==> src/u8v_pkg.sv <==
// shared types and constants for the utf-8 validating decoder
package u8v_pkg;

  localparam logic [7:0] ASCII_MAX   = 8'h7F;
  localparam logic [7:0] LEAD2_MIN   = 8'hC2;
  localparam logic [7:0] LEAD2_MAX   = 8'hDF;
  localparam logic [7:0] LEAD3_E0    = 8'hE0;
  localparam logic [7:0] LEAD3_ED    = 8'hED;
  localparam logic [7:0] LEAD3_MAX   = 8'hEF;
  localparam logic [7:0] LEAD4_F0    = 8'hF0;
  localparam logic [7:0] LEAD4_F4    = 8'hF4;
  localparam logic [7:0] CONT_MIN    = 8'h80;
  localparam logic [7:0] CONT_MAX    = 8'hBF;
  localparam logic [7:0] CONT_MIN_E0 = 8'hA0;
  localparam logic [7:0] CONT_MAX_ED = 8'h9F;
  localparam logic [7:0] CONT_MIN_F0 = 8'h90;
  localparam logic [7:0] CONT_MAX_F4 = 8'h8F;
  localparam logic [20:0] CP_MAX     = 21'h10FFFF;
  localparam logic [9:0] SURR_HI     = 10'h01B;

  typedef enum logic [1:0] {
    ST_CODE_POINT    = 2'd0,
    ST_MALFORMED     = 2'd1,
    ST_END_AFTER_ERR = 2'd2
  } status_t;

  typedef struct packed {
    logic [1:0]  rem;
    logic [20:0] partial;
    logic [7:0]  lo;
    logic [7:0]  hi;
    logic        await_second;
    logic        failed;
  } dec_state_t;

  typedef struct packed {
    logic [20:0] code_point;
    status_t     status;
    logic        end_flag;
  } result_t;

  localparam dec_state_t STATE_RESET = '{
    rem: 2'd0, partial: 21'd0, lo: CONT_MIN, hi: CONT_MAX,
    await_second: 1'b0, failed: 1'b0
  };

endpackage

==> src/u8v_decode.sv <==
// combinational decode of one byte against the current sequence state
module u8v_decode (
  input  u8v_pkg::dec_state_t st,
  input  logic [7:0]          data_byte,
  input  logic                stream_end,
  output u8v_pkg::dec_state_t st_nxt,
  output logic                res_valid,
  output u8v_pkg::result_t    res
);
  import u8v_pkg::*;

  dec_state_t  st_calc;
  logic        err;
  logic        seq_start;
  logic [7:0]  lo;
  logic [7:0]  hi;
  logic [20:0] part_shift;
  logic [1:0]  rem_dec;

  always_comb begin
    st_calc    = st;
    err        = 1'b0;
    seq_start  = 1'b0;
    res_valid  = 1'b0;
    res        = '{code_point: 21'd0, status: ST_CODE_POINT, end_flag: stream_end};
    lo         = st.await_second ? st.lo : CONT_MIN;
    hi         = st.await_second ? st.hi : CONT_MAX;
    part_shift = {st.partial[14:0], data_byte[5:0]};
    rem_dec    = st.rem - 2'd1;

    if (st.failed) begin
      if (stream_end) begin
        res_valid  = 1'b1;
        res.status = ST_END_AFTER_ERR;
      end
    end else if (st.rem == 2'd0) begin
      if (data_byte <= ASCII_MAX) begin
        res_valid      = 1'b1;
        res.code_point = {13'd0, data_byte};
      end else begin
        seq_start = 1'b1;
        if (data_byte >= LEAD2_MIN && data_byte <= LEAD2_MAX) begin
          st_calc.rem     = 2'd1;
          st_calc.partial = {16'd0, data_byte[4:0]};
          st_calc.lo      = CONT_MIN;
          st_calc.hi      = CONT_MAX;
        end else if (data_byte == LEAD3_E0) begin
          st_calc.rem     = 2'd2;
          st_calc.partial = 21'd0;
          st_calc.lo      = CONT_MIN_E0;
          st_calc.hi      = CONT_MAX;
        end else if (data_byte == LEAD3_ED) begin
          st_calc.rem     = 2'd2;
          st_calc.partial = {17'd0, data_byte[3:0]};
          st_calc.lo      = CONT_MIN;
          st_calc.hi      = CONT_MAX_ED;
        end else if (data_byte > LEAD3_E0 && data_byte <= LEAD3_MAX) begin
          st_calc.rem     = 2'd2;
          st_calc.partial = {17'd0, data_byte[3:0]};
          st_calc.lo      = CONT_MIN;
          st_calc.hi      = CONT_MAX;
        end else if (data_byte == LEAD4_F0) begin
          st_calc.rem     = 2'd3;
          st_calc.partial = 21'd0;
          st_calc.lo      = CONT_MIN_F0;
          st_calc.hi      = CONT_MAX;
        end else if (data_byte == LEAD4_F4) begin
          st_calc.rem     = 2'd3;
          st_calc.partial = {18'd0, data_byte[2:0]};
          st_calc.lo      = CONT_MIN;
          st_calc.hi      = CONT_MAX_F4;
        end else if (data_byte > LEAD4_F0 && data_byte < LEAD4_F4) begin
          st_calc.rem     = 2'd3;
          st_calc.partial = {18'd0, data_byte[2:0]};
          st_calc.lo      = CONT_MIN;
          st_calc.hi      = CONT_MAX;
        end else begin
          seq_start = 1'b0;
          err       = 1'b1;
        end
        st_calc.await_second = seq_start;
        // lead byte as the stream's last byte is a truncation
        if (seq_start && stream_end) begin
          err = 1'b1;
        end
      end
    end else begin
      if (data_byte[7:6] != 2'b10 || data_byte < lo || data_byte > hi) begin
        err = 1'b1;
      end else begin
        st_calc.await_second = 1'b0;
        st_calc.partial      = part_shift;
        st_calc.rem          = rem_dec;
        if (rem_dec == 2'd0) begin
          res_valid       = 1'b1;
          res.code_point  = part_shift;
          st_calc.partial = 21'd0;
        end else if (stream_end) begin
          err = 1'b1;
        end
      end
    end

    if (err) begin
      st_calc.rem          = 2'd0;
      st_calc.partial      = 21'd0;
      st_calc.await_second = 1'b0;
      st_calc.failed       = 1'b1;
      res_valid            = 1'b1;
      res.status           = ST_MALFORMED;
      res.code_point       = 21'd0;
    end

    // every last byte gives a result and starts a fresh stream
    st_nxt = stream_end ? STATE_RESET : st_calc;
  end

endmodule

==> src/u8v_out_buf.sv <==
// two-entry result buffer: output register plus skid register
module u8v_out_buf (
  input  logic             clk,
  input  logic             rst_n,
  input  logic             push,
  input  u8v_pkg::result_t push_data,
  output logic             full,
  output logic             out_valid,
  input  logic             out_stall,
  output u8v_pkg::result_t out_data
);
  import u8v_pkg::*;

  logic    out_valid_r;
  logic    out_valid_nxt;
  result_t out_data_r;
  result_t out_data_nxt;
  logic    skid_valid_r;
  logic    skid_valid_nxt;
  result_t skid_data_r;
  result_t skid_data_nxt;

  always_comb begin
    out_valid_nxt  = out_valid_r;
    out_data_nxt   = out_data_r;
    skid_valid_nxt = skid_valid_r;
    skid_data_nxt  = skid_data_r;
    if (!out_valid_r || !out_stall) begin
      if (skid_valid_r) begin
        out_valid_nxt  = 1'b1;
        out_data_nxt   = skid_data_r;
        skid_valid_nxt = 1'b0;
      end else begin
        out_valid_nxt = push;
        out_data_nxt  = push_data;
      end
    end else if (push) begin
      // output held: park the new word
      skid_valid_nxt = 1'b1;
      skid_data_nxt  = push_data;
    end
  end

  always_ff @(posedge clk) begin
    if (!rst_n) begin
      out_valid_r  <= 1'b0;
      skid_valid_r <= 1'b0;
    end else begin
      out_valid_r  <= out_valid_nxt;
      skid_valid_r <= skid_valid_nxt;
    end
  end

  always_ff @(posedge clk) begin
    out_data_r  <= out_data_nxt;
    skid_data_r <= skid_data_nxt;
  end

  assign full      = skid_valid_r;
  assign out_valid = out_valid_r;
  assign out_data  = out_data_r;

endmodule

==> src/utf8_validating_decoder_top.sv <==
// Strict UTF-8 validating decoder, one byte per word on the input channel.
// Input: in_data_byte with in_stream_end on the last byte of a stream.
// Output: out_code_point, out_status (0 code point, 1 malformed, 2 end
// marker after an earlier error) and out_end_flag.
// A complete sequence gives one word carrying the code point; lead and
// middle bytes give no word. The first malformed or truncated sequence gives
// one malformed word, later bytes are dropped until the last byte, which
// always gives a word with out_end_flag set and returns the decoder to its
// starting state.
// Each word is registered in the output buffer when its byte is taken.
// Throughput: one byte per cycle while in_stall is low, set by the single
// decode stage between the sequence state register and the output register.
// Receiver stall: a two-entry output buffer absorbs one extra word, so
// in_stall rises only when a word waits in the second entry.
// Reset (rst_n low, synchronous) clears the sequence state and empties the
// output buffer.
module utf8_validating_decoder_top (
  input  logic        clk,
  input  logic        rst_n,
  input  logic        in_valid,
  output logic        in_stall,
  input  logic [7:0]  in_data_byte,
  input  logic        in_stream_end,
  output logic        out_valid,
  input  logic        out_stall,
  output logic [20:0] out_code_point,
  output logic [1:0]  out_status,
  output logic        out_end_flag
);
  import u8v_pkg::*;

  dec_state_t st_r;
  dec_state_t st_nxt;
  logic       accept;
  logic       res_valid;
  result_t    res;
  result_t    out_data;
  logic       buf_full;

  assign in_stall = buf_full;
  assign accept   = in_valid && !buf_full;

  u8v_decode u_decode (
    .st         (st_r),
    .data_byte  (in_data_byte),
    .stream_end (in_stream_end),
    .st_nxt     (st_nxt),
    .res_valid  (res_valid),
    .res        (res)
  );

  always_ff @(posedge clk) begin
    if (!rst_n) begin
      st_r <= STATE_RESET;
    end else if (accept) begin
      st_r <= st_nxt;
    end
  end

  u8v_out_buf u_out_buf (
    .clk       (clk),
    .rst_n     (rst_n),
    .push      (accept && res_valid),
    .push_data (res),
    .full      (buf_full),
    .out_valid (out_valid),
    .out_stall (out_stall),
    .out_data  (out_data)
  );

  assign out_code_point = out_data.code_point;
  assign out_status     = out_data.status;
  assign out_end_flag   = out_data.end_flag;

`ifndef SYNTHESIS
  a_last_clears: assert property (@(posedge clk) disable iff (!rst_n)
    (accept && in_stream_end) |=> (st_r.rem == 2'd0 && !st_r.failed))
    else $error("state not cleared after last byte");

  a_scalar_range: assert property (@(posedge clk) disable iff (!rst_n)
    (out_valid && out_status == ST_CODE_POINT) |->
      (out_code_point <= CP_MAX && out_code_point[20:11] != SURR_HI))
    else $error("code point out of range or surrogate");

  a_err_zero_cp: assert property (@(posedge clk) disable iff (!rst_n)
    (out_valid && out_status != ST_CODE_POINT) |-> (out_code_point == 21'd0))
    else $error("nonzero code point on error word");

  a_end_marker: assert property (@(posedge clk) disable iff (!rst_n)
    (out_valid && out_status == ST_END_AFTER_ERR) |-> out_end_flag)
    else $error("end marker without end flag");

  a_stall_full: assert property (@(posedge clk) disable iff (!rst_n)
    in_stall |-> out_valid)
    else $error("input stalled with empty output");
`endif

endmodule

==> config.mk <==
export PLATFORM = sky130hd
export DESIGN_NAME = utf8_validating_decoder_top
export DESIGN_NICKNAME = d
export VERILOG_FILES = /design/src/u8v_pkg.sv /design/src/u8v_decode.sv /design/src/u8v_out_buf.sv /design/src/utf8_validating_decoder_top.sv
export SDC_FILE = /design/constraint.sdc
export NUM_CORES = 1
export LEC_CHECK = 0
export BUFFER_PORTS_ARGS = -buffer_cell sky130_fd_sc_hd__buf_2
export CAP_MARGIN = 20
export CORE_ASPECT_RATIO = 0.7
export CORE_MARGIN = 8
export CORE_UTILIZATION = 30
export DETAILED_ROUTE_END_ITERATION = 6
export HOLD_SLACK_MARGIN = 0.12
export PLACE_DENSITY = 0.44
export REMOVE_ABC_BUFFERS = 1
export SYNTH_ARGS = -nofsm -noshare
export SYNTH_HDL_FRONTEND = slang
export SYNTH_HIERARCHICAL = 1
export SYNTH_SLANG_ARGS = --single-unit
==> constraint.sdc <==
create_clock -name clk -period 9.09 [get_ports clk]
set_input_delay 2.727 -clock clk [delete_from_list [all_inputs] [get_ports clk]]
set_output_delay 2.727 -clock clk [all_outputs]
set_load 0.05 [all_outputs]
==> flow_summary.ini, run 1 <==
[run_status]
status = completed

[power]
p_int_mw = 0.7253
p_seq_share_pct = 43.5
p_comb_share_pct = 12.9
finalPower_mw = 0.9782
swShare_pct = 25.86
p_per_area_nw_per_um2 = 173.2
peakVddDrop_mv = 0.07275
power.clock.fraction_pct = 43.6
leakage_nw = 2.211
p_sw_mw = 0.2529

[route]
ant_nets = 0
via_count = 3565
via_per_inst = 4.857
drc = 0
routed_wl_um = 11780
routedWlPerCell_um = 16.05
drt_iter0_markers = 252
drt_first_pass_iters = 4

[worst_setup_path]
crit_path_max_fanout = 13
crit_path_end_kind = register
startpoint_type = primary input
cp.arrival_ns = 5.52
crit_required_ns = 9.20
r2r_slack_ns = 5.43
critical_path_class = primary input to register
worstReg2RegEnd = u_out_buf/skid_data_r[12]$_DFFE_PP_
rr_worst_depth = 11
crit_end = u_out_buf/skid_data_r[12]$_DFFE_PP_
cp-startpoint = in_data_byte[5]
reg2reg_from = st_r[1]$_SDFFE_PN0P_

[finish]
fill_cells = 1697
diodes = 0
finalNonFillerCells = 734
areaGrowthSynthToFinish_pct = 11.59
nets = 534
seqCellArea_um2 = 2183
final_util_pct = 34.46
multi_input_area_um2 = 2534
drive_gt1_share_pct = 20.43

[clock_network]
cts_buffer_depth = 2
path_clk_slew_ns = 0.06
cts_resized = 0
clk_latency_ns = 0.35
hold_buffers = 0
htreeDepth = 3
clock-sinks = 85
cts_tree = yes
cts_setup_buffers = 0
cts-root-buf = clkbuf_16
cts-buffers-inserted = 9

[logic_synthesis]
ys_warn_count = 6
syn_inst = 485
avgSynthCellArea_um2 = 10.44
synth_area_um2 = 5062

[worst_hold_path]
hold_depth = 2
hold_class = register to register

[die]
start_util_pct = 30.88
rows = 39
die_area_um2 = 21350
boundaryPins = 39
die_w_um = 171.3
core_um2 = 16400
die_h_um = 124.7

[sta]
fin_setup_tns_ns = 0
finClkSkew_ns = 0.008799
setup_viol = 0
slew_violations = 0
worstMarginPinSlew_ns = 0.8106
timing.final.crit_share_pct = 59.59
slew_headroom_pct = 45.76
rsz0062_at_grt = no
period_needed_ns = 5.417
hold_viol_final = 0
hold_slack_ns = 0.4717
max_freq_mhz = 184.6

[global_routing]
grt_pass1_vias = 3390
grt_pass1_wl_um = 19110
grt_overflow = 0
grt_antenna_before_repair = 0
grt_max_degree = 65
grt_util_all_layers_pct = 11.34

[placement]
hpwlAfterDp_um = 7972
dp.cells = 716
gp_routability_congestion = 0.7949
port_buffers = 38

[run]
cap_violations = 0
## sequential cells by signal, indices dropped and copies added (netlist names)
name and cells:
u_out_buf/out_valid 1, u_out_buf/out_data 24, u_out_buf/skid_data_r 24, u_out_buf/full 1, st_r 35
## power by group through the flow
stage                     logic (mW)  registers [mW]  clock network [mW]
after detailed placement       0.126           0.434                   0
after floorplan               0.0517           0.467                   0
after global placement         0.125           0.434                   0
after global routing           0.136           0.427               0.454
after CTS                      0.126           0.426               0.439
final                          0.126           0.426               0.427
## cell type report
| class | instances | share of cell area, % |
|---|---|---|
| clock buffer | 10 | 4.053 |
| inverter | 16 | 1.063 |
| multi-input combinational | 348 | 44.85 |
| clock inverter | 6 | 1.971 |
| tap | 225 | 4.983 |
| sequential | 85 | 38.65 |
| timing repair buffer | 44 | 4.430 |
## worst min-delay path by stage
stage	from	end	slack, ns
after floorplan	st_r[10]$_SDFFE_PN0P_	st_r[10]$_SDFFE_PN0P_	0.44
after global placement	st_r[10]$_SDFFE_PN0P_	st_r[10]$_SDFFE_PN0P_	0.46
after detailed placement	st_r[10]$_SDFFE_PN0P_	st_r[10]$_SDFFE_PN0P_	0.46
after CTS	st_r[10]$_SDFFE_PN0P_	st_r[10]$_SDFFE_PN0P_	0.47
after global routing	st_r[10]$_SDFFE_PN0P_	st_r[10]$_SDFFE_PN0P_	0.48
final	st_r[10]$_SDFFE_PN0P_	st_r[10]$_SDFFE_PN0P_	0.47
## metrics by stage
stage / area (um2) / setup WS, ns
after floorplan: 4776 / 3.925
after CTS: 5619 / 3.550
final: 5649 / 3.673
after global routing: 5649 / 3.452
after detailed placement: 5279 / 3.164
after global placement: 5279 / 3.255
## metal layers
layer  global-route usage, %  part of all wire, %  up-vias
met4                   4.182                  1.2        0
met1                   16.07                   52     1709
met2                   16.07                   42       66
li1                        -                    -     1783
met5                       0                    0        -
met3                   2.977                  4.8        7
## critical path, cell delays in order
cell,delay (ns)
buf_2,0.26
ha_1,0.30
a211oi_1,0.26
o21ai_1,0.10
a21o_1,0.19
a211oi_2,0.62
a21oi_1,0.17
a2bb2oi_1,0.15
and2_1,0.17
and3_1,0.32
buf_8,0.24
## placed cells by master, fill, tap and decap left out, types with 9 or more instances in the layout
cell type / count
nand3_1: 9
mux2_4: 19
buf_2: 38
o21ai_0: 15
a22o_1: 10
edfxtp_1: 48
mux2i_1: 28
nor2_1: 16
nand3b_1: 11
nor2b_1: 13
clkbuf_16: 9
a21oi_1: 15
inv_1: 16
ha_1: 17
dfxtp_1: 36
and2_1: 23
nand2_1: 85
Note: power is estimated with default switching activity, not from simulation.
==> run 2, diff against run 1 <==
clock period = 5.2 ns   (was 9.09 ns; I/O delays follow)
==> run 2 against run 1 <==
Effect of this change: hold slack lost 0.0050 ns; combinational power grew 76%; first-iteration DRC count shrank 2.4%; wire length grew 3.8%; highest routed layer unchanged; design area shrank 1.5%; clock skew shrank 0.0021 ns; clock-buffer cell count grew 3; setup slack lost 2.6 ns; sequential cell count is the same; die area is the same.
==> flow_summary.ini, run 2 (synthesized netlist as in run 1, its figures left out) <==
[worst_setup_path]
cp.arrival_ns = 4.38
rr_worst_depth = 10
cp_top_family = compound AO/OA/AOI/OAI gates
slowest_stage = nor4b_4
path_cells = buf_2, ha_1, a211oi_1, o21ai_1, a21o_1, a211oi_2, nor4b_4, a22o_1, nand2_1, mux2i_1
path_depth = 10
crit_path_end_kind = register
cpPeakStageDelay_ns = 0.68
crit_path_max_fanout = 12
crit_required_ns = 5.47
critical_path_class = primary input to register
crit_buf_inv = 1
startpoint_type = primary input

[route]
drt_first_pass_iters = 4
via_count = 3618
wl_met1_um = 6449
routed_wl_um = 12230
top_layer = met4
met3WireLength_um = 511
ant_nets = 0
via_per_inst = 4.929
routedWlPerCell_um = 16.66
drt_iter0_markers = 246
dr_wl_met2_um = 5152
drc = 0

[placement]
hpwlAfterDp_um = 8329
port_buffers = 38
gp_routability_congestion = 0.8230
dp.cells = 718
placed_cell_area_um2 = 5301
dp_slack_ns = 0.7326

[sta]
setup_viol = 0
worstMarginPinSlew_ns = 0.7715
finClkSkew_ns = 0.006748
rsz0062_at_grt = no
max_freq_mhz = 243.5
slew_headroom_pct = 48.38
finalWorstSetupSlack_ns = 1.093
hold_slack_ns = 0.4666
timing.final.crit_share_pct = 78.99
hold_viol_final = 0
fin_setup_tns_ns = 0
period_needed_ns = 4.107
slew_violations = 0

[global_routing]
grt_overflow = 0
grt_pass1_wl_um = 20160
grt_max_degree = 36
grt_antenna_before_repair = 0
grt_pass1_vias = 3536
grt_util_all_layers_pct = 11.95

[finish]
regMostFlops = st_r
layout_commonest_cell = nand2_1
final_cell_mix = nand2_1 (85), edfxtp_1 (48), buf_2 (38), dfxtp_1 (36), mux2i_1 (28)
drive_gt1_share_pct = 20.04
diodes = 0
nets = 534
areaGrowthSynthToFinish_pct = 9.911
finalInstanceArea_um2 = 5564
largest_reg_flops = 35
final_util_pct = 33.94
finalNonFillerCells = 734

[power]
p_per_area_nw_per_um2 = 279.5
peakVddDrop_mv = 0.1338
leakage_nw = 2.172
finalPower_mw = 1.555

[clock_network]
clk_latency_ns = 0.34
clock-sinks = 85
cts_tree = yes
cts-root-buf = clkbuf_16
hold_buffers = 0
cts_resized = 0
cts_setup_buffers = 0
cts-buffers-inserted = 9
cts_buffer_depth = 2
path_clk_slew_ns = 0.06
htreeDepth = 3

[die]
die_area_um2 = 21350
rows = 39
core_um2 = 16400
boundaryPins = 39
die_w_um = 171.3
start_util_pct = 30.88
die_h_um = 124.7

[worst_hold_path]
hold_class = register to register
hold_depth = 2

[run_status]
status = completed

[run]
cap_violations = 0
## run 2: cell count changes in the layout (fill, tap and decap cells not counted), sizes merged
cell	delta
bufinv	-3
clkbuf	+3
## run 2: worst min-delay path, cell delays in order (launching register included)
cell     delay [ns]
dfxtp_1        0.32
nand2_1        0.05
mux2i_1        0.05
## run 2: path summary, 6_finish.rpt
| path | slack, ns | startpoint | endpoint |
|---|---|---|---|
| min | 0.47 | st_r[10]$_SDFFE_PN0P_ | st_r[10]$_SDFFE_PN0P_ |
| max reg2reg | 1.67 | st_r[1]$_SDFFE_PN0P_ | st_r[27]$_SDFFE_PN0P_ |
| min reg2reg | 0.47 | st_r[10]$_SDFFE_PN0P_ | st_r[10]$_SDFFE_PN0P_ |
| max | 1.09 | in_data_byte[5] | st_r[27]$_SDFFE_PN0P_ |
## run 2: final cells by class
class | count | area [um2]
clock buffer | 13 | 240.2
clock inverter | 3 | 22.52
fill | 1670 | 10830
inverter | 16 | 60.06
multi-input combinational | 348 | 2534
sequential | 85 | 2183
tap | 225 | 281.5
timing repair buffer | 44 | 242.7
## run 2: metal layers
layer,global-route usage [%],vias up
met5,0,-
met1,17.68,1767
met2,16.70,67
met4,3.417,0
met3,2.818,9
li1,-,1775
## run 2: power breakdown
group          internal [mW]  leakage (nW)  switching [mW]
Sequential             0.734         0.805          0.0109
Combinational         0.0639          1.24           0.158
Clock                  0.325         0.128           0.263
==> run 3, diff against run 2 <==
ABC_AREA = 1   (was default)
clock period = 3.9 ns   (was 5.2 ns; I/O delays follow)
==> run 3 against run 2 <==
Effect of this change: non-clock buffer count grew 13; core utilization up 0.40 points; largest cell class unchanged; wire length grew 32%; highest routed layer unchanged; combinational power rose by 130%; largest power group unchanged; clock-buffer cell count decreased by 4.
==> flow_summary.ini, run 3 <==
[run_status]
status = completed

[finish]
drive_gt1_share_pct = 11.94
layout_commonest_cell = nand2_1
final_cell_mix = nand2_1 (164), nor2_1 (153), inv_1 (105), nand3_1 (89), edfxtp_1 (48)
diodes = 0
regMostFlops = st_r
nets = 846
areaGrowthSynthToFinish_pct = 12.39
largest_reg_flops = 35
finalInstanceArea_um2 = 6165
fill_cells = 1933

[global_routing]
grt_pass1_wl_um = 26240
grt_util_all_layers_pct = 14.53
grt_antenna_before_repair = 0
grt_max_degree = 50
grt_overflow = 0
grt_pass1_vias = 4849

[die]
die_area_um2 = 22940
die_w_um = 177.6
rows = 41
die_h_um = 129.1
core_um2 = 17950
boundaryPins = 39
start_util_pct = 30.55

[placement]
port_buffers = 38
gp_routability_congestion = 0.9773
placed_cell_area_um2 = 5853
hpwlAfterDp_um = 11440

[sta]
rsz0062_at_grt = no
setup_viol = 0
timing.final.crit_share_pct = 82.23
period_needed_ns = 3.207
max_freq_mhz = 311.8
hold_slack_ns = 0.4703
slew_violations = 0
worstMarginPinSlew_ns = 0.8281
slew_headroom_pct = 44.79
hold_viol_final = 0
finClkSkew_ns = 0.009002
fin_setup_tns_ns = 0

[route]
via_count = 5077
drt_first_pass_iters = 6
drc = 0
via_per_inst = 4.803
routed_wl_um = 16180
ant_nets = 0
drt_iter0_markers = 402
routedWlPerCell_um = 15.30

[power]
finalPower_mw = 2.440
peakVddDrop_mv = 0.1659
leakage_nw = 2.664
p_per_area_nw_per_um2 = 395.9

[worst_setup_path]
crit_required_ns = 3.95
startpoint_type = primary input
critical_path_class = primary input to register
crit_path_max_fanout = 24
cp.arrival_ns = 3.26
crit_path_end_kind = register

[clock_network]
path_clk_slew_ns = 0.07
cts-buffers-inserted = 9
cts_setup_buffers = 0
clk_latency_ns = 0.35
cts_resized = 0
hold_buffers = 0
clock-sinks = 85
cts_buffer_depth = 2
cts_tree = yes
cts-root-buf = clkbuf_16
htreeDepth = 3

[logic_synthesis]
avgSynthCellArea_um2 = 6.874
syn_inst = 798
synth_area_um2 = 5485
ys_warn_count = 6

[worst_hold_path]
hold_class = register to register

[run]
cap_violations = 0
run 3: metrics by stage:
| stage | cells | util [%] | worst slack, ns |
|---|---|---|---|
| after global placement | 1041 | 32.60 | 0.3747 |
| after detailed placement | 1041 | 32.60 | 0.3369 |
| final | 1057 | 34.33 | 0.6930 |
| after global routing | 1057 | 34.33 | 0.4930 |
| after floorplan | 748 | - | -0.5357 |
| after CTS | 1057 | 34.33 | 0.7136 |
run 3: power breakdown:
part / total (mW) / leakage, nW / switching, mW / internal [mW]
registers: 1.03 / 0.773 / 0.0269 / 1.00
clock network: 0.910 / 0.151 / 0.397 / 0.512
logic: 0.501 / 1.74 / 0.367 / 0.134
total: 2.44 / 2.66 / 0.791 / 1.65
run 3: path summary, 6_finish.rpt:
path                                      startpoint                             endpoint  depth (start not counted)  slack (ns)
worst max-delay path                 in_data_byte[5]  u_out_buf/skid_data_r[14]$_DFFE_PP_                         18        0.69
worst min register to register  st_r[2]$_SDFFE_PN1P_                 st_r[2]$_SDFFE_PN1P_                          2        0.47
worst min-delay path            st_r[2]$_SDFFE_PN1P_                 st_r[2]$_SDFFE_PN1P_                          2        0.47
worst max register to register  st_r[1]$_SDFFE_PN0P_  u_out_buf/skid_data_r[14]$_DFFE_PP_                         19        1.06
run 3: cell type report:
class,instances,area [um2],area share (%)
sequential,85,2182,35.40
clock inverter,7,86.33,1.400
clock buffer,9,225.2,3.653
inverter,114,430.4,6.982
tap,236,295.3,4.790
timing repair buffer,57,345.3,5.602
multi-input combinational,549,2600,42.18
run 3: critical path, cell delays in order:
cell,delay (ns)
buf_2,0.15
ha_1,0.32
a21oi_1,0.15
nor2_1,0.06
nor2_1,0.08
nand2_1,0.06
inv_1,0.07
nand2_2,0.07
nand3_1,0.10
nand2_2,0.06
nand2_2,0.18
nor2_1,0.08
nor2_1,0.09
inv_1,0.05
nor2_1,0.14
inv_1,0.07
nor2_2,0.15
buf_12,0.21
run 3: layer usage:
layer  GRT usage [%]  routed length [um]  vias to the layer above  part of all wire (%)
li1                -                   -                     2567                     -
met1           20.82                8020                     2295                    50
met2           21.55                6650                      184                    41
met3           2.703                1215                       31                   7.5
met4           4.839                 288                        0                   1.8
met5               0                   0                        -                     0
